## config.mk

```make
export PLATFORM = sky130hd
export DESIGN_NAME = rsi_fifo
export DESIGN_NICKNAME = d
export VERILOG_FILES = /design/src/rtl/rsi_pkg.sv /design/src/rtl/rsi_fifo.sv
export SDC_FILE = /design/constraint.sdc
export NUM_CORES = 1
export LEC_CHECK = 0
export BUFFER_PORTS_ARGS = -buffer_cell sky130_fd_sc_hd__buf_2
export CORE_UTILIZATION = 35
export CTS_CLUSTER_DIAMETER = 120
export DETAILED_ROUTE_END_ITERATION = 10
export PLACE_DENSITY = 0.51
export SKIP_LAST_GASP = 1
export SLEW_MARGIN = 10
export SYNTH_ARGS = -nofsm -noshare
export SYNTH_HDL_FRONTEND = slang
export SYNTH_SLANG_ARGS = --single-unit
```

## constraint.sdc

```tcl
create_clock -name clock -period 1.8 [get_ports clock]
set_input_delay 0.09 -clock clock [delete_from_list [all_inputs] [get_ports clock]]
set_output_delay 0.09 -clock clock [all_outputs]
set_load 0.005 [all_outputs]
```

## src/rtl/rsi_pkg.sv

```systemverilog
package rsi_pkg;

   // limb size and fixed latency of the pipelined multiplier
   localparam int MUL_LIMB = 24;
   localparam int MUL_LAT  = 5;

   typedef struct packed {
      logic full;
      logic empty;
   } fifo_status_type;

endpackage

```

## src/rtl/rsi_fifo.sv

```systemverilog
module rsi_fifo #(
   parameter int WIDTH = 8,
   parameter int DEPTH = 4
) (
   input  logic                     clock,
   input  logic                     reset,
   input  logic                     push,
   input  logic [WIDTH-1:0]         wdata,
   input  logic                     pop,
   output logic [WIDTH-1:0]         rdata,
   output rsi_pkg::fifo_status_type status
);

   localparam int PW = $clog2(DEPTH);

   logic [WIDTH-1:0] entry_ff [DEPTH];
   logic [PW:0]      wr_ff;
   logic [PW:0]      rd_ff;
   logic             do_push;
   logic             do_pop;

   assign status.empty = (wr_ff == rd_ff);
   assign status.full  = (wr_ff[PW-1:0] == rd_ff[PW-1:0]) && (wr_ff[PW] != rd_ff[PW]);
   assign do_push      = push && !status.full;
   assign do_pop       = pop && !status.empty;
   assign rdata        = entry_ff[rd_ff[PW-1:0]];

   always_ff @(posedge clock) begin
      if (do_push) begin
         entry_ff[wr_ff[PW-1:0]] <= wdata;
      end
   end

   always_ff @(posedge clock) begin
      if (reset) begin
         wr_ff <= '0;
         rd_ff <= '0;
      end else begin
         if (do_push) begin
            wr_ff <= wr_ff + (PW+1)'(1);
         end
         if (do_pop) begin
            rd_ff <= rd_ff + (PW+1)'(1);
         end
      end
   end

endmodule

```

Yosys cells after proc, flatten, opt, wreduce, memory -nomap -nowiden
Memory sizes are Yosys's and may differ from the RTL's. A register that Yosys moved wholly into a read port is not among the register bits.
Cells that the tools add are included.
W data, S select, Z words.
{ "word_totals": {"ff_bits": 6, "mem_bits_rw": 32, "mem_count": 1, "inputBits": 12, "wordCells": 17} }
{ "op_classes": {"n_eq_ne": 3, "n_reduce_logical": 5, "n_mux": 4, "n_addsub": 2} }
{ "memory_table": {"columns": ["memory", "depth", "width", "rd", "rd_ports_with_merged_regs", "write_ports", "line_no", "text"], "rows": [
  ["entry_ff", 4, 8, 1, 1, 1, "rsi_fifo.sv:16", "logic [WIDTH-1:0] entry_ff [DEPTH];"]
]} }
{ "op_table": {"columns": ["cell", "count"], "rows": [
  ["$add A3 B1 Y3 const B", 2],
  ["$mux W2", 2],
  ["$eq A3 B3 Y1", 1],
  ["$logic_and A1 B1 Y1", 3],
  ["$eq A2 B2 Y1", 1],
  ["$logic_not A1 Y1", 2],
  ["$mux W1", 2],
  ["$ne A1 B1 Y1", 1]
]} }

Depth between registers and ports, before layout
Gate-level depths: netlist of the first run.
{ "depth": {"ltp_word": 6, "depth_mapped": 5} }

Worst setup path after synthesis of the first run
No wires, ideal clock.
{ "synth_timing": {"path_type": "reg-to-reg", "startpoint": "reg rd_ff[1]", "endpoint": "mem entry_ff[3][0] (enable)", "setup_ns": 0.378, "setup_slack_ns": 0.232, "n_path_buf": 1, "arrival_time_ns": 1.190, "path_stages_with_launch": 4, "cell_sequence": "dfxtp_1 clkbuf_4 xnor2_1 a31oi_1"} }
{ "synth_between": {"elab_chain_len": 6} }
{ "synth_lines": {"columns": ["item", "line_no", "text"], "rows": [
  ["start: declaration", "rsi_fifo.sv:18", "logic [PW:0] rd_ff;"],
  ["start signal: assignment", "rsi_fifo.sv:43", "rd_ff <= rd_ff + (PW+1)'(1);"],
  ["$eq A2 B2 Y1", "rsi_fifo.sv:23", "assign status.full = (wr_ff[PW-1:0] == rd_ff[PW-1:0]) && (wr_ff[PW] != rd_ff[PW]);"],
  ["$logic_and A1 B1 Y1", "rsi_fifo.sv:23", null],
  ["$logic_not A1 Y1", "rsi_fifo.sv:24", "assign do_push = push && !status.full;"],
  ["$logic_and A1 B1 Y1", "rsi_fifo.sv:24", null],
  ["$mux W1", "rsi_fifo.sv:29", "if (do_push) begin"],
  ["$mux W1 (implied by the code)", "rsi_fifo.sv:30", "entry_ff[wr_ff[PW-1:0]] <= wdata;"],
  ["end: declaration", "rsi_fifo.sv:16", null]
]} }
Every way passes these cells.

Worst setup path after layout of the first run
{ "layout_timing": {"startpoint": "reg wr_ff[1]", "endpoint": "mem entry_ff[1][5] (enable)"} }
{ "layout_between": {"elab_chain_len": 6} }
{ "layout_lines": {"columns": ["item", "line_no", "text"], "rows": [
  ["start: declaration", "rsi_fifo.sv:17", "logic [PW:0] wr_ff;"],
  ["start signal: assignment", "rsi_fifo.sv:40", "wr_ff <= wr_ff + (PW+1)'(1);"],
  ["$eq A2 B2 Y1", "rsi_fifo.sv:23", null],
  ["$logic_and A1 B1 Y1", "rsi_fifo.sv:23", null],
  ["$logic_not A1 Y1", "rsi_fifo.sv:24", null],
  ["$logic_and A1 B1 Y1", "rsi_fifo.sv:24", null],
  ["$mux W1", "rsi_fifo.sv:29", null],
  ["$mux W1 (implied by the code)", "rsi_fifo.sv:30", null]
]} }
Several ways; a longest one is shown, not always the timed one.

==> impl_metrics.ini, run 1 <==
[global_route]
gr-usage-met3 = 0.0417
grt_use_met1 = 0.153
grt_usage = 0.133
grt_max_degree = 12
grt_overflow = 0
grt_antenna_before_repair = 0
grt_pass1_wl_mm = 5.00
grt_busiest_layer = met2
grt_pass1_vias = 1033
grtUsageMet2 = 0.226

[placement]
routabilityCongestion = 0.827
dpl_cell_area_sq_mm = 0.00194
hpwl_mm = 2.22
numPortBuffers = 21
dp_cells = 201

[sta]
setup_viol = 0
rsz0062_at_grt = false
skew_ns = 0.00836
relSlewSlack = 0.658
post-route-period-util = 0.938
final.setup.tns_ns = 0
slew_viol_final = 0
max_freq_ghz = 0.592
hold_viol = 0
worst_slew_pin_slew_ns = 0.509
min_period_ns = 1.69

[power_and_ir_drop]
p_seq_frac = 0.452
clock_power_share = 0.195
combinationalPowerShare = 0.353
cellPowerDensity_mw_per_mm2 = 1400
leakagePower_nw = 0.704
ir_drop_mv = 0.726
p_int_w = 0.00194
swShare = 0.313
p_switching_w = 0.000887

[die]
die_x_um = 72.3
placementRows = 25
initial_core_util = 0.364
core-area_sq_mm = 0.00475
die_y_um = 72.3
io_pins = 22
die-area_sq_mm = 0.00523

[logic_synthesis]
seq_area_frac_synth = 0.647
ys_warn_count = 0
synth.distinct_cells = 29
avgSynthCellArea_sq_um = 15.7
syn-cell-area_sq_mm = 0.00173
syn-instance-count = 110
synth-seq-cells = 40
syn_nets = 127

[critical_path]
worstSetupPathType = register to register
cp.arrival_ns = 1.62
crit_family = flip-flops
start_kind = register
max_stage_delay_ns = 0.53
slowest_stage = dfxtp_1
endpoint_kind = register
worstPathCellList = xnor2_1 -> a31oi_1 -> and2_1
crit_fanout = 9
cp_num_buf_inv = 0
worstPathRequired_ns = 1.73

[status]
status = finished, final reports clean

[clock_tree]
post_cts_resized = 0
clock_path_buffers = 2
cts_sinks = 40
clock_latency_ns = 0.28
cts_htree_levels = 2
ctsHoldBuffers = 0
path_clk_slew_ns = 0.07
cts_buffers = 5
cts_setup_buffers = 0
cts_root_buf = clkbuf_8
cts_tree = yes

[final_layout]
antenna_cells = 0
final_cells = 209
drive_gt1_frac = 0.303
design_area_sq_mm = 0.00202
layout.nets = 158
area_delta_synth_final_pct = 16.6

[route]
drt_wl_total_mm = 3.09
routedWlPerCell_um = 14.8
viasPerCell = 4.85
drtIter0Drc = 100
drcViolationCount = 0
vias = 1014
ant_nets = 0
drt_first_pass_iters = 4

[hold_path]
hp-class = primary input to register

[job]
maxCapViolCount = 0
[layout make-up]
cell class / instances / area (sq um)
fill: 453 / 2740
clock inverter: 1 / 3.75
multi-input combinational: 61 / 554
timing repair buffer: 29 / 165
clock buffer: 7 / 76.3
inverter: 4 / 15.0
sequential: 40 / 1120
tap: 67 / 83.8
[power by group through the flow]
stage | logic [W] | registers (W) | clock network [W]
after CTS | 0.00101 | 0.00128 | 0.000570
after detailed placement | 0.00101 | 0.00130 | 0
after global routing | 0.00110 | 0.00130 | 0.000614
final | 0.000998 | 0.00128 | 0.000551
after floorplan | 0.000648 | 0.00126 | 0
after global placement | 0.00100 | 0.00129 | 0
[Yosys cell counts (all sizes together)]
library cell / count / area share
nand3b: 1 / 0.0043
a21oi: 2 / 0.0058
edfxtp: 32 / 0.55
buf: 3 / 0.012
and2: 3 / 0.011
a41oi: 2 / 0.010
o21ai: 4 / 0.012
nand3: 3 / 0.0087
o211ai: 5 / 0.022
inv: 4 / 0.0087
nand2: 5 / 0.011
xor2: 3 / 0.015
clkbuf: 2 / 0.012
or3: 1 / 0.0036
a31oi: 4 / 0.014
nor2: 2 / 0.0043
nand4: 2 / 0.0072
ha: 5 / 0.036
nor3b: 4 / 0.017
or4: 1 / 0.0043
mux4: 8 / 0.10
dfxtp: 8 / 0.092
and3: 1 / 0.0036
xnor2: 3 / 0.015
a211o: 2 / 0.011
[routing by layer]
| layer | vias up | share of wire |
|---|---|---|
| li1 | 492 | - |
| met1 | 490 | 0.46 |
| met2 | 26 | 0.48 |
| met3 | 6 | 0.041 |
| met4 | 0 | 0.018 |
| met5 | - | 0 |
[state kept, by name, indices dropped and copies added (netlist names), named ones only]
register,count
wr_ff,3
rd_ff,3
entry_ff,32
[cells by family (layout without fill, tap and decap cells)]
logic type | Yosys count | count (layout) | share of synthesized area
XOR/XNOR | 6 | 6 | 0.0304
flip-flops | 40 | 40 | 0.647
multiplexers | 8 | 8 | 0.104
buffers and inverters | 9 | 41 | 0.0325
AO/OA/AOI/OAI | 19 | 19 | 0.0744
AND/OR/NAND/NOR | 23 | 23 | 0.0752
adder cells (fa/ha/maj) | 5 | 5 | 0.0361
[layout by cell type (no fill, tap or decap), types with 2 or more instances in the layout]
cell type,synthesis,final
clkbuf_8,1,5
a41oi_1,2,2
nand3_1,3,3
inv_1,4,4
xnor2_1,3,3
o211ai_1,5,5
nor2_1,2,2
a31oi_1,4,4
buf_4,0,8
xor2_1,3,3
mux4_2,8,8
o21ai_0,4,4
nand4_1,2,2
ha_1,5,5
a21oi_1,2,2
buf_2,1,21
edfxtp_1,32,32
and2_1,3,3
dfxtp_1,8,8
nand2_1,5,5
nor3b_1,4,4
clkbuf_1,0,2
[through the flow]
stage	util	worst slack [ns]	total power [W]	hold slack [ns]
final	0.425	0.112	0.00283	0.0226
after global routing	0.425	0.0105	0.00302	0.00545
after CTS	0.425	0.109	0.00286	0.0159
after detailed placement	0.408	0.136	0.00231	0.313
after global placement	0.408	0.221	0.00230	0.313
after floorplan	-	0.232	0.00191	0.189
[path summary, 6_finish.rpt]
| check | startpoint | end | slack [ns] | depth (start not counted) |
|---|---|---|---|---|
| setup / recovery | wr_ff[1]$_SDFFE_PP0P_ | entry_ff[1][5]$_DFFE_PP_ | 0.11 | 3 |
| setup reg to reg | wr_ff[1]$_SDFFE_PP0P_ | entry_ff[1][5]$_DFFE_PP_ | 0.11 | 3 |
| hold / removal | wdata[6] | entry_ff[0][6]$_DFFE_PP_ | 0.02 | 1 |
| hold reg to reg | wr_ff[2]$_SDFFE_PP0P_ | wr_ff[2]$_SDFFE_PP0P_ | 0.55 | 2 |
Note: power is estimated with default switching activity, not from simulation.
==> inputs of run 2 (changes only) <==
clock period = 2 ns   (was 1.8 ns; I/O delays follow)
==> impl_metrics.ini, run 2 (synthesized netlist as in run 1, its figures left out) <==
[sta]
slew_viol_final = 0
min_period_ns = 1.77
final.setup.tns_ns = 0
skew_ns = 0.00359
max_freq_ghz = 0.566
setup_viol = 0
hold_viol = 0
worst_slew_pin_slew_ns = 0.550
post-route-period-util = 0.884
relSlewSlack = 0.631
rsz0062_at_grt = false

[critical_path]
crit_fanout = 9
startpoint = wr_ff[1]$_SDFFE_PP0P_
cp.arrival_ns = 1.71
worstSetupPathType = register to register
r2r_setup_slack_ns = 0.23
worstPathRequired_ns = 1.94
timing.rr.start = wr_ff[1]$_SDFFE_PP0P_
endpoint_kind = register
reg2reg_depth = 3
start_kind = register
reg2reg_to = entry_ff[0][0]$_DFFE_PP_

[die]
die_x_um = 72.3
placementRows = 25
die_y_um = 72.3
core-area_sq_mm = 0.00475
die-area_sq_mm = 0.00523
io_pins = 22
initial_core_util = 0.364

[placement]
routabilityCongestion = 0.855
dpl_cell_area_sq_mm = 0.00190
dp_cells = 196
numPortBuffers = 21
hpwl_mm = 2.29

[clock_tree]
post_cts_resized = 0
cts_setup_buffers = 0
cts_htree_levels = 2
cts_sinks = 40
cts_root_buf = clkbuf_8
cts_buffers = 5
cts_tree = yes
clock_path_buffers = 2
ctsHoldBuffers = 0
clock_latency_ns = 0.28
path_clk_slew_ns = 0.08

[final_layout]
layout.nets = 153
area_delta_synth_final_pct = 17.3
final_cells = 204
largest_register_ffs = 32
antenna_cells = 0
layout_commonest_cell = edfxtp_1
drive_gt1_frac = 0.307
final_cell_mix = 32 x edfxtp_1, 21 x buf_2, 8 x mux4_2, 8 x dfxtp_1, 6 x clkbuf_8
design_area_sq_mm = 0.00203

[power_and_ir_drop]
leakagePower_nw = 0.705
p_seq_frac = 0.450
ir_drop_mv = 0.429
clock_power_share = 0.257
swShare = 0.305
p_int_w = 0.00185
cellPowerDensity_mw_per_mm2 = 1310
p_switching_w = 0.000809
combinationalPowerShare = 0.293

[global_route]
grt_overflow = 0
grt_usage = 0.142
grt_pass1_wl_mm = 5.35
grt_antenna_before_repair = 0
grt_pass1_vias = 1045
grt_max_degree = 14

[hold_path]
holdPathStages = 1
min_to = entry_ff[3][6]$_DFFE_PP_
hp-class = primary input to register
min_from = wdata[6]

[route]
routedWlPerCell_um = 15.5
drcViolationCount = 0
vias = 1005
viasPerCell = 4.93
drtIter0Drc = 43
ant_nets = 0
drt_first_pass_iters = 4
drt_wl_total_mm = 3.15

[job]
maxCapViolCount = 0

[status]
status = finished, final reports clean
[run 2: per-layer routing]
metal	share of wire	wire length, um	track usage	vias up
met1	0.44	1390	0.167	498
met2	0.50	1580	0.239	20
met3	0.049	155	0.0458	2
li1	-	-	-	485
met4	0.0092	29	0.0588	0
met5	0	0	0	-
[run 2: power by group through the flow]
stage / clock network, W / registers [W] / logic, W
2_1_floorplan: 0 / 0.00113 / 0.000583
3_3_place_gp: 0 / 0.00121 / 0.000770
3_5_place_dp: 0 / 0.00121 / 0.000778
4_1_cts: 0.000700 / 0.00120 / 0.000782
5_1_grt: 0.000740 / 0.00122 / 0.000871
6_report: 0.000681 / 0.00120 / 0.000778
[run 2: worst max path at each step]
stage,to,slack [ns],cells past startpoint
3_3_place_gp,entry_ff[0][7]$_DFFE_PP_,0.30,3
5_1_grt,entry_ff[0][0]$_DFFE_PP_,0.04,3
6_report,entry_ff[0][0]$_DFFE_PP_,0.23,3
3_5_place_dp,entry_ff[0][0]$_DFFE_PP_,0.23,3
4_1_cts,status[0],0.17,4
2_1_floorplan,entry_ff[3][0]$_DFFE_PP_,0.43,3
[run 2: worst max-delay path, cell delays in order, from the launching register on]
cell and delay (ns):
dfxtp_1 0.51, xnor2_1 0.22, a31oi_1 0.26, and2_1 0.43
[run 2: metrics by stage]
| step | setup WS, ns | utilization | total power (W) | hold WS [ns] |
|---|---|---|---|---|
| after floorplan | 0.432 | - | 0.00172 | 0.199 |
| after global placement | 0.301 | 0.400 | 0.00198 | 0.324 |
| after detailed placement | 0.233 | 0.400 | 0.00199 | 0.327 |
| after CTS | 0.168 | 0.426 | 0.00268 | 0.0246 |
| after global routing | 0.0358 | 0.427 | 0.00283 | 0.0207 |
| final | 0.232 | 0.427 | 0.00265 | 0.0337 |
[run 2: area by class of cell]
class                   count  area (sq um)
repair buffers             24           128
flip-flops and latches     40          1120
fillers                   465          2720
clock inverters             2          38.8
well taps                  67          83.8
multi-input cells          61           562
inverters                   4          15.0
clock buffers               6          82.6
